### config.mk
export PLATFORM = sky130hd
export DESIGN_NAME = line_follow_junction_counter_flat
export DESIGN_NICKNAME = d
export VERILOG_FILES = /design/src/lfjc_pkg.sv /design/src/lfjc_if.sv /design/src/lfjc_cfg_regs.sv /design/src/lfjc_core.sv /design/src/line_follow_junction_counter.sv /design/src/flat_wrapper.sv
export SDC_FILE = /design/constraint.sdc
export NUM_CORES = 1
export LEC_CHECK = 0
export BUFFER_PORTS_ARGS = -buffer_cell sky130_fd_sc_hd__buf_2
export CAP_MARGIN = 10
export CORE_ASPECT_RATIO = 1.5
export CORE_MARGIN = 1
export CORE_UTILIZATION = 25
export CTS_CLUSTER_DIAMETER = 40
export DETAILED_ROUTE_END_ITERATION = 16
export SLEW_MARGIN = 20
export SYNTH_ARGS = -nofsm -noshare
export SYNTH_HDL_FRONTEND = slang
export SYNTH_SLANG_ARGS = --single-unit
### constraint.sdc
create_clock -name clk -period 6.4 [get_ports clk]
set_input_delay 0.32 -clock clk [delete_from_list [all_inputs] [get_ports clk]]
set_output_delay 0.32 -clock clk [all_outputs]
set_load 0.02 [all_outputs]
### src/lfjc_pkg.sv
// ----------------------------------------------------------------------------
// lfjc_pkg
// Shared types and constants of the line-follow junction counter: beat
// layouts, configuration set, phase and motor command codes.
// ----------------------------------------------------------------------------
package lfjc_pkg;

  localparam int CFG_IDX_W  = 3;
  localparam int CFG_DATA_W = 11;

  localparam logic [CFG_IDX_W-1:0] CFG_SPEED_FLOOR   = 3'd0;
  localparam logic [CFG_IDX_W-1:0] CFG_SPEED_STEP    = 3'd1;
  localparam logic [CFG_IDX_W-1:0] CFG_STEER_BOOST   = 3'd2;
  localparam logic [CFG_IDX_W-1:0] CFG_DEBOUNCE      = 3'd3;
  localparam logic [CFG_IDX_W-1:0] CFG_CENTER_MAX    = 3'd4;
  localparam logic [CFG_IDX_W-1:0] CFG_CENTER_OFFSET = 3'd5;

  localparam logic [7:0]  RST_SPEED_FLOOR   = 8'd35;
  localparam logic [7:0]  RST_SPEED_STEP    = 8'd5;
  localparam logic [7:0]  RST_STEER_BOOST   = 8'd10;
  localparam logic [9:0]  RST_DEBOUNCE      = 10'd200;
  localparam logic [10:0] RST_CENTER_MAX    = 11'd800;
  localparam logic [10:0] RST_CENTER_OFFSET = 11'd110;

  localparam logic [9:0] SINCE_MAX = 10'd1023;

  localparam logic OP_START = 1'b0;
  localparam logic OP_TICK  = 1'b1;

  localparam logic [1:0] PH_IDLE   = 2'd0;
  localparam logic [1:0] PH_FOLLOW = 2'd1;
  localparam logic [1:0] PH_CREEP  = 2'd2;
  localparam logic [1:0] PH_NUDGE  = 2'd3;

  localparam logic [1:0] CMD_STOP  = 2'd0;
  localparam logic [1:0] CMD_ADV   = 2'd1;
  localparam logic [1:0] CMD_RIGHT = 2'd2;
  localparam logic [1:0] CMD_LEFT  = 2'd3;

  // Sensor patterns as {left, middle, right}.
  localparam logic [2:0] PAT_NONE = 3'b000;
  localparam logic [2:0] PAT_R    = 3'b001;
  localparam logic [2:0] PAT_M    = 3'b010;
  localparam logic [2:0] PAT_MR   = 3'b011;
  localparam logic [2:0] PAT_L    = 3'b100;
  localparam logic [2:0] PAT_LM   = 3'b110;
  localparam logic [2:0] PAT_ALL  = 3'b111;

  typedef struct packed {
    logic       op;
    logic [3:0] target_blocks;
    logic [7:0] start_speed;
    logic       center_by_sensor;
    logic       left_on_line;
    logic       mid_on_line;
    logic       right_on_line;
    logic       stop_request;
  } in_item_t;

  typedef struct packed {
    logic [1:0] motor_cmd;
    logic [7:0] motor_speed;
    logic [3:0] junctions_crossed;
    logic       busy_res;
    logic       finished;
    logic       aborted;
  } out_item_t;

  typedef struct packed {
    logic [7:0]  speed_floor;
    logic [7:0]  speed_step;
    logic [7:0]  steer_boost;
    logic [9:0]  debounce_ms;
    logic [10:0] creep_limit;
    logic [10:0] nudge_len;
  } cfg_t;

endpackage

### src/lfjc_if.sv
// ----------------------------------------------------------------------------
// lfjc_in_if / lfjc_out_if
// Valid/ready channels that carry one sample or start beat in and one
// result beat out.
// ----------------------------------------------------------------------------
interface lfjc_in_if;
  import lfjc_pkg::*;

  logic     valid;
  logic     ready;
  in_item_t data;

  modport source (output valid, output data, input ready);
  modport sink (input valid, input data, output ready);
endinterface

interface lfjc_out_if;
  import lfjc_pkg::*;

  logic      valid;
  logic      ready;
  out_item_t data;

  modport source (output valid, output data, input ready);
  modport sink (input valid, input data, output ready);
endinterface

### src/lfjc_cfg_regs.sv
// ----------------------------------------------------------------------------
// lfjc_cfg_regs
// Configuration register file, written through a plain index/data port.
// ----------------------------------------------------------------------------
module lfjc_cfg_regs (
  input  logic                             clk,
  input  logic                             rst_n,
  input  logic                             cfg_we,
  input  logic [lfjc_pkg::CFG_IDX_W-1:0]   cfg_index,
  input  logic [lfjc_pkg::CFG_DATA_W-1:0]  cfg_data,
  output lfjc_pkg::cfg_t                   cfg
);
  import lfjc_pkg::*;

  cfg_t cfg_r;

  always_ff @(posedge clk) begin
    if (!rst_n) begin
      cfg_r.speed_floor <= RST_SPEED_FLOOR;
      cfg_r.speed_step  <= RST_SPEED_STEP;
      cfg_r.steer_boost <= RST_STEER_BOOST;
      cfg_r.debounce_ms <= RST_DEBOUNCE;
      cfg_r.creep_limit <= RST_CENTER_MAX;
      cfg_r.nudge_len   <= RST_CENTER_OFFSET;
    end else if (cfg_we) begin
      case (cfg_index)
        CFG_SPEED_FLOOR:   cfg_r.speed_floor <= cfg_data[7:0];
        CFG_SPEED_STEP:    cfg_r.speed_step  <= cfg_data[7:0];
        CFG_STEER_BOOST:   cfg_r.steer_boost <= cfg_data[7:0];
        CFG_DEBOUNCE:      cfg_r.debounce_ms <= cfg_data[9:0];
        CFG_CENTER_MAX:    cfg_r.creep_limit <= cfg_data;
        CFG_CENTER_OFFSET: cfg_r.nudge_len   <= cfg_data;
        default: ;
      endcase
    end
  end

  assign cfg = cfg_r;

endmodule

### src/lfjc_core.sv
// ----------------------------------------------------------------------------
// lfjc_core
// Move state and the per-beat decision: steering, junction counting with
// debounce, speed ramp-down and the finish phases.
// ----------------------------------------------------------------------------
module lfjc_core #(
  parameter int COUNT_BITS = 4,
  parameter int TIMER_BITS = 11
) (
  input  logic                clk,
  input  logic                rst_n,
  input  logic                fire,
  input  lfjc_pkg::in_item_t  item,
  input  lfjc_pkg::cfg_t      cfg,
  output lfjc_pkg::out_item_t result
);
  import lfjc_pkg::*;

  localparam int PW    = COUNT_BITS + 9;
  localparam int CMP_W = (TIMER_BITS > 11) ? TIMER_BITS : 11;
  localparam logic [TIMER_BITS-1:0] TIMER_MAX = {TIMER_BITS{1'b1}};

  logic [1:0]            phase_r, phase_nxt;
  logic [COUNT_BITS-1:0] junction_count_r, junction_count_nxt;
  logic [COUNT_BITS-1:0] target_count_r, target_count_nxt;
  logic [7:0]            base_speed_r, base_speed_nxt;
  logic                  sensor_finish_r, sensor_finish_nxt;
  logic                  on_junction_r, on_junction_nxt;
  logic [9:0]            since_junction_r, since_junction_nxt;
  logic [TIMER_BITS-1:0] phase_timer_r, phase_timer_nxt;
  logic [1:0]            last_cmd_r, last_cmd_nxt;
  logic [7:0]            last_speed_r, last_speed_nxt;

  logic [2:0]            pat;
  logic [COUNT_BITS+7:0] ramp;
  logic [7:0]            cur_speed;
  logic [8:0]            boost_sum;
  logic [7:0]            boosted;
  logic [9:0]            since_inc;
  logic [TIMER_BITS-1:0] timer_inc;
  logic [CMP_W-1:0]      timer_ext;
  logic [COUNT_BITS-1:0] count_inc;
  logic [COUNT_BITS-1:0] start_target;
  logic                  finish_sensor;
  logic                  do_finish;
  logic                  do_end;
  logic                  end_abort;
  logic                  do_drive;
  logic [1:0]            drv_cmd;
  logic [7:0]            drv_speed;
  logic [1:0]            res_cmd;
  logic [7:0]            res_speed;

  assign pat          = {item.left_on_line, item.mid_on_line, item.right_on_line};
  assign ramp         = junction_count_r * cfg.speed_step;
  assign cur_speed    = (PW'(base_speed_r) < PW'(ramp) + PW'(cfg.speed_floor))
                        ? cfg.speed_floor : 8'(PW'(base_speed_r) - PW'(ramp));
  assign boost_sum    = {1'b0, cur_speed} + {1'b0, cfg.steer_boost};
  assign boosted      = boost_sum[8] ? 8'hFF : boost_sum[7:0];
  assign since_inc    = (since_junction_r < SINCE_MAX) ? since_junction_r + 10'd1
                                                       : since_junction_r;
  assign timer_inc    = (phase_timer_r < TIMER_MAX) ? phase_timer_r + 1'b1 : phase_timer_r;
  assign timer_ext    = CMP_W'(timer_inc);
  assign count_inc    = junction_count_r + 1'b1;
  assign start_target = COUNT_BITS'(item.target_blocks);

  always_comb begin
    phase_nxt          = phase_r;
    junction_count_nxt = junction_count_r;
    target_count_nxt   = target_count_r;
    base_speed_nxt     = base_speed_r;
    sensor_finish_nxt  = sensor_finish_r;
    on_junction_nxt    = on_junction_r;
    since_junction_nxt = since_junction_r;
    phase_timer_nxt    = phase_timer_r;
    last_cmd_nxt       = last_cmd_r;
    last_speed_nxt     = last_speed_r;
    finish_sensor      = sensor_finish_r;
    do_finish          = 1'b0;
    do_end             = 1'b0;
    end_abort          = 1'b0;
    do_drive           = 1'b0;
    drv_cmd            = CMD_STOP;
    drv_speed          = '0;

    if (item.op == OP_START) begin
      target_count_nxt   = start_target;
      base_speed_nxt     = item.start_speed;
      sensor_finish_nxt  = item.center_by_sensor;
      finish_sensor      = item.center_by_sensor;
      junction_count_nxt = '0;
      on_junction_nxt    = 1'b1;
      since_junction_nxt = SINCE_MAX;
      phase_timer_nxt    = '0;
      last_cmd_nxt       = CMD_STOP;
      last_speed_nxt     = '0;
      phase_nxt          = PH_FOLLOW;
      do_finish          = (start_target == '0);
    end else if (phase_r == PH_IDLE) begin
      do_drive = 1'b0;
    end else if (phase_r == PH_CREEP || phase_r == PH_NUDGE) begin
      phase_timer_nxt = timer_inc;
      if (phase_r == PH_NUDGE) begin
        if (timer_ext >= CMP_W'(cfg.nudge_len)) begin
          do_end = 1'b1;
        end else begin
          do_drive = 1'b1;
        end
      end else if (timer_ext >= CMP_W'(cfg.creep_limit) || pat == PAT_M) begin
        do_end = 1'b1;
      end else if (item.stop_request) begin
        do_end    = 1'b1;
        end_abort = 1'b1;
      end else begin
        do_drive = 1'b1;
      end
      drv_cmd   = CMD_ADV;
      drv_speed = cfg.speed_floor;
    end else begin
      since_junction_nxt = since_inc;
      if (pat == PAT_ALL) begin
        if (!on_junction_r && (since_inc == SINCE_MAX || since_inc > cfg.debounce_ms)) begin
          junction_count_nxt = count_inc;
          since_junction_nxt = '0;
          on_junction_nxt    = 1'b1;
        end
        if (!on_junction_r && (since_inc == SINCE_MAX || since_inc > cfg.debounce_ms)
            && count_inc == target_count_r) begin
          do_finish = 1'b1;
          do_drive  = 1'b1;
          drv_cmd   = CMD_ADV;
          drv_speed = cfg.speed_floor;
        end else if (item.stop_request) begin
          do_end    = 1'b1;
          end_abort = 1'b1;
        end else begin
          do_drive  = 1'b1;
          drv_cmd   = CMD_ADV;
          drv_speed = cur_speed;
        end
      end else if (item.stop_request) begin
        do_end    = 1'b1;
        end_abort = 1'b1;
      end else begin
        do_drive = 1'b1;
        case (pat) inside
          PAT_NONE, PAT_M: begin
            on_junction_nxt = 1'b0;
            drv_cmd         = CMD_ADV;
            drv_speed       = cur_speed;
          end
          PAT_R, PAT_MR: begin
            on_junction_nxt = 1'b0;
            drv_cmd         = CMD_RIGHT;
            drv_speed       = boosted;
          end
          PAT_L, PAT_LM: begin
            on_junction_nxt = 1'b0;
            drv_cmd         = CMD_LEFT;
            drv_speed       = boosted;
          end
          default: begin
            drv_cmd   = last_cmd_r;
            drv_speed = last_speed_r;
          end
        endcase
      end
    end

    if (do_finish) begin
      phase_timer_nxt = '0;
      if (finish_sensor) begin
        phase_nxt = PH_CREEP;
      end else if (cfg.nudge_len != '0) begin
        phase_nxt = PH_NUDGE;
      end else begin
        do_end   = 1'b1;
        do_drive = 1'b0;
      end
    end

    res_cmd   = CMD_STOP;
    res_speed = '0;
    if (do_end) begin
      phase_nxt      = PH_IDLE;
      last_cmd_nxt   = CMD_STOP;
      last_speed_nxt = '0;
    end else if (do_drive) begin
      last_cmd_nxt   = drv_cmd;
      last_speed_nxt = drv_speed;
      res_cmd        = drv_cmd;
      res_speed      = (drv_cmd == CMD_STOP) ? 8'd0 : drv_speed;
    end
  end

  assign result.motor_cmd         = res_cmd;
  assign result.motor_speed       = res_speed;
  assign result.junctions_crossed = 4'(junction_count_nxt);
  assign result.busy_res          = (phase_nxt != PH_IDLE);
  assign result.finished          = do_end;
  assign result.aborted           = do_end & end_abort;

  always_ff @(posedge clk) begin
    if (!rst_n) begin
      phase_r          <= PH_IDLE;
      junction_count_r <= '0;
      target_count_r   <= '0;
      base_speed_r     <= '0;
      sensor_finish_r  <= 1'b0;
      on_junction_r    <= 1'b1;
      since_junction_r <= SINCE_MAX;
      phase_timer_r    <= '0;
      last_cmd_r       <= CMD_STOP;
      last_speed_r     <= '0;
    end else if (fire) begin
      phase_r          <= phase_nxt;
      junction_count_r <= junction_count_nxt;
      target_count_r   <= target_count_nxt;
      base_speed_r     <= base_speed_nxt;
      sensor_finish_r  <= sensor_finish_nxt;
      on_junction_r    <= on_junction_nxt;
      since_junction_r <= since_junction_nxt;
      phase_timer_r    <= phase_timer_nxt;
      last_cmd_r       <= last_cmd_nxt;
      last_speed_r     <= last_speed_nxt;
    end
  end

endmodule

### src/line_follow_junction_counter.sv
// ----------------------------------------------------------------------------
// line_follow_junction_counter
// Line-follow sequencer: one start or sensor-tick beat in, one motor
// command beat out.
// ----------------------------------------------------------------------------
// Every accepted beat yields exactly one result beat, which moves from the
// input register to the output register when the output register is free.
// The block takes a new beat in every cycle while the consumer does not stall:
// the beat sits in an input register, the move state and the motor decision
// are updated from that register, and the result lands in an output register
// that holds it while the consumer stalls. The state update loop through
// lfjc_core, one 4x8 multiply for the speed ramp plus a compare, sets the clock.
// Configuration is written through cfg_we/cfg_index/cfg_data; the user must
// write it only while the block is idle, as the block does not enforce this.
module line_follow_junction_counter #(
  parameter int COUNT_BITS = 4,
  parameter int TIMER_BITS = 11
) (
  input  logic                            clk,
  input  logic                            rst_n,
  lfjc_in_if.sink                         in_ch,
  lfjc_out_if.source                      out_ch,
  input  logic                            cfg_we,
  input  logic [lfjc_pkg::CFG_IDX_W-1:0]  cfg_index,
  input  logic [lfjc_pkg::CFG_DATA_W-1:0] cfg_data
);
  import lfjc_pkg::*;

  cfg_t      cfg;
  logic      s1_valid_r, s1_valid_nxt;
  in_item_t  s1_item_r;
  logic      s1_fire;
  logic      out_valid_r, out_valid_nxt;
  out_item_t out_item_r;
  out_item_t result;

  assign s1_fire       = s1_valid_r && (!out_valid_r || out_ch.ready);
  assign in_ch.ready   = !s1_valid_r || s1_fire;
  assign s1_valid_nxt  = in_ch.valid || (s1_valid_r && !s1_fire);
  assign out_valid_nxt = s1_fire || (out_valid_r && !out_ch.ready);

  lfjc_cfg_regs u_cfg (
    .clk       (clk),
    .rst_n     (rst_n),
    .cfg_we    (cfg_we),
    .cfg_index (cfg_index),
    .cfg_data  (cfg_data),
    .cfg       (cfg)
  );

  lfjc_core #(
    .COUNT_BITS (COUNT_BITS),
    .TIMER_BITS (TIMER_BITS)
  ) u_core (
    .clk    (clk),
    .rst_n  (rst_n),
    .fire   (s1_fire),
    .item   (s1_item_r),
    .cfg    (cfg),
    .result (result)
  );

  always_ff @(posedge clk) begin
    if (!rst_n) begin
      s1_valid_r  <= 1'b0;
      out_valid_r <= 1'b0;
    end else begin
      s1_valid_r  <= s1_valid_nxt;
      out_valid_r <= out_valid_nxt;
    end
  end

  always_ff @(posedge clk) begin
    if (in_ch.valid && in_ch.ready) begin
      s1_item_r <= in_ch.data;
    end
    if (s1_fire) begin
      out_item_r <= result;
    end
  end

  assign out_ch.valid = out_valid_r;
  assign out_ch.data  = out_item_r;

  // A beat held in the input register is never dropped.
  a_s1_hold: assert property (@(posedge clk) disable iff (!rst_n)
    s1_valid_r && !s1_fire |=> s1_valid_r)
    else $error("input beat lost");

  // A finished move reports stop and no longer busy.
  a_fin_stop: assert property (@(posedge clk) disable iff (!rst_n)
    out_valid_r && out_item_r.finished |->
      out_item_r.motor_cmd == CMD_STOP && !out_item_r.busy_res)
    else $error("finish beat not stopped");

  // Only a finished move can be aborted.
  a_abort_fin: assert property (@(posedge clk) disable iff (!rst_n)
    out_valid_r && out_item_r.aborted |-> out_item_r.finished)
    else $error("abort without finish");

  // A stop command carries zero speed.
  a_stop_speed: assert property (@(posedge clk) disable iff (!rst_n)
    out_valid_r && out_item_r.motor_cmd == CMD_STOP |-> out_item_r.motor_speed == 8'd0)
    else $error("speed on stop command");

endmodule
### src/flat_wrapper.sv
// flat-port wrapper written by rule: the top's interface ports become plain ports
module line_follow_junction_counter_flat import lfjc_pkg::*;
#(
  parameter int COUNT_BITS = 4,
  parameter int TIMER_BITS = 11
)
  (clk, rst_n, cfg_we, cfg_index, cfg_data, in_ch_valid, in_ch_data, in_ch_ready, out_ch_valid, out_ch_data, out_ch_ready);
  lfjc_in_if in_ch_i ();
  lfjc_out_if out_ch_i ();
  input  logic clk;
  input  logic rst_n;
  input  logic cfg_we;
  input  logic [lfjc_pkg::CFG_IDX_W-1:0] cfg_index;
  input  logic [lfjc_pkg::CFG_DATA_W-1:0] cfg_data;
  input wire logic [$bits(in_ch_i.valid)-1:0] in_ch_valid;
  input wire logic [$bits(in_ch_i.data)-1:0] in_ch_data;
  output wire logic [$bits(in_ch_i.ready)-1:0] in_ch_ready;
  output wire logic [$bits(out_ch_i.valid)-1:0] out_ch_valid;
  output wire logic [$bits(out_ch_i.data)-1:0] out_ch_data;
  input wire logic [$bits(out_ch_i.ready)-1:0] out_ch_ready;
  assign in_ch_i.valid = in_ch_valid;
  assign in_ch_i.data = in_ch_data;
  assign in_ch_ready = in_ch_i.ready;
  assign out_ch_valid = out_ch_i.valid;
  assign out_ch_data = out_ch_i.data;
  assign out_ch_i.ready = out_ch_ready;
  line_follow_junction_counter #(.COUNT_BITS(COUNT_BITS), .TIMER_BITS(TIMER_BITS)) u_core (.clk(clk), .rst_n(rst_n), .in_ch(in_ch_i), .out_ch(out_ch_i), .cfg_we(cfg_we), .cfg_index(cfg_index), .cfg_data(cfg_data));
endmodule
==> results of run 1 <==
synthesized netlist by cell type, types with 6 or more instances:
library cell    n
nand2_1       200
dfxtp_1       109
a21oi_1        88
inv_1          84
ha_1           83
nor2_1         65
o21ai_0        56
and2_1         40
clkbuf_1       39
edfxtp_1       35
nand3_1        28
o211ai_1       25
xnor2_1        24
a21boi_0       17
nand2b_1       17
xor2_1         17
nor2b_1        16
nor3_1         16
fa_1           15
nand4_1        13
a21o_1         11
a22oi_1        10
a31oi_1         9
o21a_1          9
and4_1          8
o31ai_1         7
a31o_2          6
and3_1          6
metrics by stage:
| step | setup slack [ns] | power (W) | instance area [µm²] | std cells |
|---|---|---|---|---|
| finish | -0.309 | 0.00228 | 12200 | 1801 |
| detailed placement | -0.468 | 0.00123 | 11000 | 1743 |
| global route | -0.627 | 0.00236 | 12200 | 1801 |
| CTS | -0.329 | 0.00229 | 12000 | 1793 |
| global placement | -0.422 | 0.00123 | 11000 | 1743 |
| floorplan | -0.0408 | 0.00113 | 9720 | 1167 |
how the worst max path moves through the flow:
stage,start,end,depth (start not counted)
CTS,u_core.u_core.junction_count_r[1],u_core.out_ch.data[13],32
floorplan,u_core.u_core.junction_count_r[1],u_core.out_ch.data[13],34
global route,u_core.u_core.junction_count_r[3],u_core.out_ch.data[13],34
finish,u_core.u_core.junction_count_r[1],u_core.out_ch.data[13],33
global placement,u_core.u_core.junction_count_r[1],u_core.out_ch.data[7],32
detailed placement,u_core.u_core.junction_count_r[1],u_core.out_ch.data[13],32
timing repair:
action,CTS,global route
resized for setup,55,26
hold buffers,0,0
setup buffers,21,9
endpoints found under the setup margin,16,16
pin swaps,48,33
layer usage:
| layer | track usage (%) | routed length (µm) | vias to the layer above |
|---|---|---|---|
| li1 | - | - | 4387 |
| met1 | 15.5 | 11500 | 4356 |
| met2 | 30.7 | 17200 | 196 |
| met3 | 2.31 | 870 | 104 |
| met4 | 11.5 | 2170 | 0 |
| met5 | 0 | 0 | - |
state kept, by name (all words and copies together), names as in the netlist:
signal / flops
u_core.out_ch.valid: 1
u_core.u_core.phase_r: 2
u_core.u_core.base_speed_r: 8
u_core.u_core.on_junction_r: 1
u_core.u_core.sensor_finish_r: 1
u_core.u_core.target_count_r: 4
u_core.u_core.since_junction_r: 10
u_core.out_ch.data: 17
u_core.s1_item_r: 18
u_core.s1_valid_r: 1
u_core.u_core.junction_count_r: 4
u_core.u_core.last_speed_r: 8
u_core.u_core.phase_timer_r: 11
u_core.u_cfg.cfg: 56
u_core.u_core.last_cmd_r: 2
report_power, final:
| group | internal, W | switching (W) | total (W) |
|---|---|---|---|
| combinational | 0.000103 | 0.000159 | 0.000263 |
| clock | 0.000619 | 0.000422 | 0.00104 |
| sequential | 0.000956 | 0.0000224 | 0.000979 |
| total | 0.00168 | 0.000603 | 0.00228 |
kinds of logic (layout without fill, tap and decap cells):
| logic type | after synthesis | count (layout) |
|---|---|---|
| AND/OR/NAND/NOR | 450 | 450 |
| AO/OA/AOI/OAI | 296 | 296 |
| flip-flops | 144 | 144 |
| buffers and inverters | 131 | 276 |
| adder cells (fa/ha/maj) | 98 | 98 |
| XOR/XNOR | 41 | 41 |
| multiplexers | 7 | 7 |
placed cells by master (no fill, tap or decap), types with 6 or more instances in the layout:
| cell | Yosys | final |
|---|---|---|
| a22oi_1 | 10 | 9 |
| and3_1 | 6 | 6 |
| edfxtp_1 | 35 | 35 |
| ha_1 | 83 | 75 |
| and2_1 | 40 | 39 |
| nand2b_1 | 17 | 16 |
| buf_6 | 1 | 6 |
| a21o_1 | 11 | 11 |
| o211ai_1 | 25 | 25 |
| nor3_1 | 16 | 13 |
| a31o_2 | 6 | 6 |
| buf_2 | 2 | 55 |
| nor2_2 | 1 | 6 |
| inv_1 | 84 | 81 |
| a31oi_1 | 9 | 8 |
| buf_4 | 1 | 97 |
| and4_1 | 8 | 8 |
| o21ai_0 | 56 | 47 |
| xor2_1 | 17 | 17 |
| nand2_2 | 1 | 6 |
| nor2_1 | 65 | 60 |
| a21boi_0 | 17 | 17 |
| nand3_1 | 28 | 27 |
| nand4_1 | 13 | 13 |
| xnor2_1 | 24 | 21 |
| nand2_1 | 200 | 193 |
| o21ai_1 | 3 | 10 |
| nor2b_1 | 16 | 16 |
| dfxtp_1 | 109 | 104 |
| fa_1 | 15 | 13 |
| a21oi_1 | 88 | 82 |
| clkbuf_16 | 0 | 20 |
| o21a_1 | 9 | 9 |
| ha_4 | 0 | 8 |
cell type report:
class	count	area [µm²]	area share [%]
timing repair buffer	159	1090	8.95
sequential	144	3240	26.6
multi-input combinational	892	6320	51.8
clock inverter	9	90.1	0.739
clock buffer	23	522	4.28
tap	489	612	5.02
inverter	85	319	2.62
==> impl_metrics.csv, run 1 <==
group,metric,value,unit
yosys,synth-compound-area-share,20.2,%
min_path,worst_hold_startpoint,"in_ch_data[13]",
setup_path,path_class,"reg2reg",
drt,vias_per_cell,5.02,
clocking,cts.path.max_buffers,2,
yosys,synth_simple_gate_area_share,22.7,%
yosys,async_reset_ff_share,0,%
clocking,clkLatencyLatePin,0.45,ns
clocking,cts.sinks,144,
yosys,synth_top_family_by_area,"simple AND/OR/NAND/NOR gates",
floorplanning,dieArea,0.0394,mm²
timing,rsz0062_at_grt,"true",
setup_path,crit_slowest_cell,"fa_1",
timing,slew_headroom,39.0,%
clocking,numCtsBuffers,17,
timing,setup_ws,-0.309,ns
setup_path,r2r_cells,33,
drt,detail-route-antenna-nets,0,
min_path,min_path_cells,1,
timing,finalSetupTns,-2.42,ns
floorplanning,rows,87,
timing,holdWs,0.0452,ns
floorplanning,die_h,243,µm
cells_and_area,fin_util,32.3,%
cells_and_area,layout-drive-gt1-share,21.3,%
yosys,synth_mux_area_share,0.752,%
yosys,synth.largest_area_cell,"dfxtp_1",
global_route,grt_pass1_wl,48500,µm
floorplanning,core_area,0.0378,mm²
drt,routedWlPerCell,17.6,µm
pwr,power_density,187,mW/mm²
cells_and_area,nets,1434,
setup_path,start_kind,"flop",
cells_and_area,fillers,3912,
yosys,synth.area.top_cells,"dfxtp_1 (23%), edfxtp_1 (11%), ha_1 (11%)",
timing,hold_viol,0,
timing,finalCritPeriodShare,105,%
place,io_buffers,55,
floorplanning,die_x,162,µm
timing,slew_violations,0,
status,outcome,"complete, but fails checks",
timing,finalCriticalPeriod,6.71,ns
pwr,leakage,5.00,nW
drt,finalWirelength,31700,µm
timing,fmax,149,MHz
yosys,synth.distinct_cells,82,
clocking,htreeDepth,4,
yosys,synthCells,1167,
setup_path,worst_ep_required_time,6.60,ns
place,dp_hpwl,24400,µm
min_path,hold_class,"in2reg",
clocking,clk_pin_slew_worst_paths,0.07,ns
run,cap_violations,0,
yosys,avgSynthCellArea,8.27,µm²
yosys,synth_area,0.00965,mm²
global_route,grt_pass1_vias,9016,
cells_and_area,layout-area-overhead-vs-synth,26.3,%
yosys,ys_warn_count,0,
place,gp_congestion,0.898,
floorplanning,io-pin-count,56,
setup_path,critPathArrivalTime,6.91,ns
clocking,cts_tree,"yes",
setup_path,cp_max_fo,4,
timing,setup_viol,15,
global_route,grt_remaining_overflow,0,
yosys,synth_fa_ha_area_share,13.9,%
drt,vias,9043,
setup_path,cp-end-kind,"flop",
setup_path,reg2reg_from,"u_core.u_core.junction_count_r[1]",
drt,drt-pass1-iter-count,5,
timing,worstMarginPinSlew,0.915,ns
yosys,ys.flop_type,"dfxtp_1",
yosys,yosysSeqAreaShare,33.5,%
global_route,grt_antenna_before_repair,0,
global_route,grt_max_degree,55,
setup_path,cpPeakStageDelay,0.53,ns
setup_path,reg2reg_slack,-0.31,ns
clocking,cts_root_buf,"clkbuf_16",
status,violations,"setup timing",
drt,drc,0,
yosys,synth_top_cell_area_share,22.6,%
timing,finClkSkew,0.0105,ns
floorplanning,start_util,25.6,%
global_route,grt_use_total,16.1,%
pwr,ir_worst_vdd,196,µV
setup_path,r2r-end,"u_core.out_ch.data[13]",
yosys,yosys.area_share.xor_xnor,3.72,%
yosys,synth_seq_cells,144,
cells_and_area,n_antenna_cell,0,
setup_path,crit_family,"adder cells",
setup_path,cp.buffers_inverters,3,
min_path,hold_end,"u_core.s1_item_r[13]",
yosys,synth-edff-count,35,
drt,drt_iter0_drc,438,
yosys,syn-num-nets,1302,
No activity file was read; power rests on OpenSTA's default activity.
==> run 2, diff against run 1 <==
--- a/config.mk
+++ b/config.mk
@@ -9,9 +9,10 @@
 export CAP_MARGIN = 10
 export CORE_ASPECT_RATIO = 1.5
 export CORE_MARGIN = 1
-export CORE_UTILIZATION = 25
+export CORE_UTILIZATION = 56
 export CTS_CLUSTER_DIAMETER = 40
 export DETAILED_ROUTE_END_ITERATION = 16
+export PLACE_DENSITY = 0.77
 export SLEW_MARGIN = 20
 export SYNTH_ARGS = -nofsm -noshare
 export SYNTH_HDL_FRONTEND = slang
==> run 2 against run 1 <==
The run still ends with setup timing left. First-iteration DRC count up 70%. Global-route usage is 17 points higher. Cell area decreased by 2.6%. Worst hold slack improved by 0.018 ns. Sequential share of layout area is 0.75 points higher. Clock-buffer cell count decreased by 3. Sequential power hardly changed. Largest power group unchanged.
==> impl_metrics.csv, run 2 (synthesis gave the netlist of run 1 again) <==
group,metric,value,unit
drt,finalWirelength,29600,µm
floorplanning,core_area,0.0168,mm²
pwr,ir_worst_vdd,161,µV
setup_path,reg2reg_from,"u_core.u_core.junction_count_r[3]",
timing,finalCritPeriodShare,105,%
timing,setup_ws,-0.337,ns
timing,setup_viol,16,
global_route,grt_antenna_before_repair,0,
clocking,cts_root_buf,"clkbuf_16",
setup_path,reg2reg_slack,-0.34,ns
timing,rsz0062_at_grt,"true",
drt,drc,0,
setup_path,cp-end-kind,"flop",
floorplanning,start_util,57.3,%
setup_path,r2r-end,"u_core.out_ch.data[13]",
drt,drt-pass1-iter-count,5,
global_route,grt_max_degree,55,
timing,worstMarginPinSlew,1.01,ns
setup_path,start_kind,"flop",
floorplanning,die_h,163,µm
cells_and_area,multiInputGateArea,0.00644,mm²
timing,finClkSkew,0.0128,ns
setup_path,r2r_cells,34,
cells_and_area,nets,1424,
setup_path,cpPeakStageDelay,0.55,ns
setup_path,crit_top_cell,"buf_4",
pwr,power_density,194,mW/mm²
min_path,hold_end,"u_core.s1_item_r[12]",
cells_and_area,n_antenna_cell,0,
cells_and_area,design_area,0.0119,mm²
setup_path,critPathArrivalTime,6.91,ns
status,outcome,"complete, but fails checks",
floorplanning,io-pin-count,56,
drt,routed-wl-met3,1770,µm
drt,vias,9415,
timing,slew_headroom,32.4,%
drt,detail-route-antenna-nets,0,
min_path,hold_class,"in2reg",
timing,hold_viol,0,
clocking,numCtsBuffers,17,
min_path,worst_hold_startpoint,"in_ch_data[12]",
timing,fmax,148,MHz
drt,m1WireLength,10800,µm
clocking,clkLatencyLatePin,0.43,ns
drt,routedWlPerCell,19.6,µm
clocking,cts.sinks,144,
cells_and_area,largest_register_ffs,56,
setup_path,worst_ep_required_time,6.57,ns
cells_and_area,layout-drive-gt1-share,22.4,%
global_route,grt_pass1_vias,9080,
global_route,grt_pass1_wl,45500,µm
setup_path,path_class,"reg2reg",
global_route,grt_use_total,33.5,%
setup_path,cp_max_fo,5,
timing,finalCriticalPeriod,6.74,ns
timing,slew_violations,0,
setup_path,crit_slowest_cell,"fa_1",
cells_and_area,layout_common_cells,"nand2_1 (193), dfxtp_1 (103), buf_4 (89)",
place,dp_hpwl,20900,µm
place,dp_cells,1464,
clocking,ctsHoldBuffers,0,
cells_and_area,fillers,1341,
pwr,leakage,4.95,nW
place,gp_congestion,0.968,
clocking,htreeDepth,4,
floorplanning,dieArea,0.0178,mm²
drt,drt_iter0_drc,746,
clocking,clk_pin_slew_worst_paths,0.07,ns
floorplanning,die_x,109,µm
place,place_area,0.0106,mm²
drt,dr_wl_met2,15100,µm
global_route,grt_remaining_overflow,0,
run,cap_violations,0,
drt,vias_per_cell,6.23,
clocking,cts.path.max_buffers,2,
place,io_buffers,55,
floorplanning,rows,58,
min_path,min_path_cells,1,
cells_and_area,finalNonFillerCells,1512,
status,violations,"setup timing",
cells_and_area,regArea,0.00324,mm²
cells_and_area,layout-area-overhead-vs-synth,23.0,%
cells_and_area,final_common_cell,"nand2_1",
drt,highest_layer,"met4",
clocking,cts_tree,"yes",
run 2: cell types whose count changed in the layout (fill, tap and decap cells not counted), sizes merged:
cell	delta
clkbuf	-3
inv	+2
clkinv	-1
clkinvlp	+1
buf	-10
bufinv	+1
run 2: worst max-delay path: cells and delay by family (launching register included):
kind,cells,cell delay (ns)
AO/OA/AOI/OAI,7,1.10
XOR/XNOR,2,0.29
adder cells (fa/ha/maj),7,2.24
buffers and inverters,5,0.66
flip-flops,1,0.36
AND/OR/NAND/NOR,13,1.83
run 2: repair_timing:
action / in CTS / in global routing
gates resized for setup: 59 / 42
setup buffers: 10 / 9
setup endpoints to repair: 16 / 16
pin swaps: 48 / 31
run 2: layout make-up:
class	count	area share, %
clock buffers	20	3.95
clock inverters	12	1.21
inverters	85	2.69
multi-input cells	892	54.2
flip-flops and latches	144	27.3
well taps	210	2.21
repair buffers	149	8.42
run 2: report_power, final:
part	switching [W]	internal [W]	leakage (nW)
sequential	0.0000210	0.000956	1.22
combinational	0.000167	0.000110	3.42
clock	0.000434	0.000618	0.301
run 2: per-stage QoR:
step	setup TNS [ns]	setup WS, ns	utilization [%]	hold slack (ns)	total power [W]
detailed placement	-4.32	-0.412	63.1	0.448	0.00122
finish	-3.58	-0.337	70.5	0.0632	0.00231
floorplan	-0.0408	-0.0408	-	0.419	0.00113
global placement	-3.24	-0.310	63.1	0.442	0.00122
global route	-7.85	-0.631	70.5	0.0541	0.00236
CTS	-1.05	-0.179	69.1	0.0603	0.00228
run 2: how the worst max path moves through the flow:
stage	start	endpoint	slack (ns)	depth (start not counted)
floorplan	u_core.u_core.junction_count_r[1]	u_core.out_ch.data[13]	-0.04	34
global placement	u_core.u_core.junction_count_r[1]	u_core.out_ch.data[13]	-0.31	31
detailed placement	u_core.u_core.junction_count_r[3]	u_core.out_ch.data[13]	-0.41	33
CTS	u_core.u_core.junction_count_r[3]	u_core.out_ch.data[13]	-0.18	33
global route	u_core.u_core.junction_count_r[3]	u_core.out_ch.data[13]	-0.63	33
finish	u_core.u_core.junction_count_r[3]	u_core.out_ch.data[13]	-0.34	34
run 2: layer usage:
metal  vias to the layer above  track usage, %
met5                         -               0
met4                         0            21.0
met3                       127            6.16
met2                       416            59.2
met1                      4505            36.1
li1                       4367               -
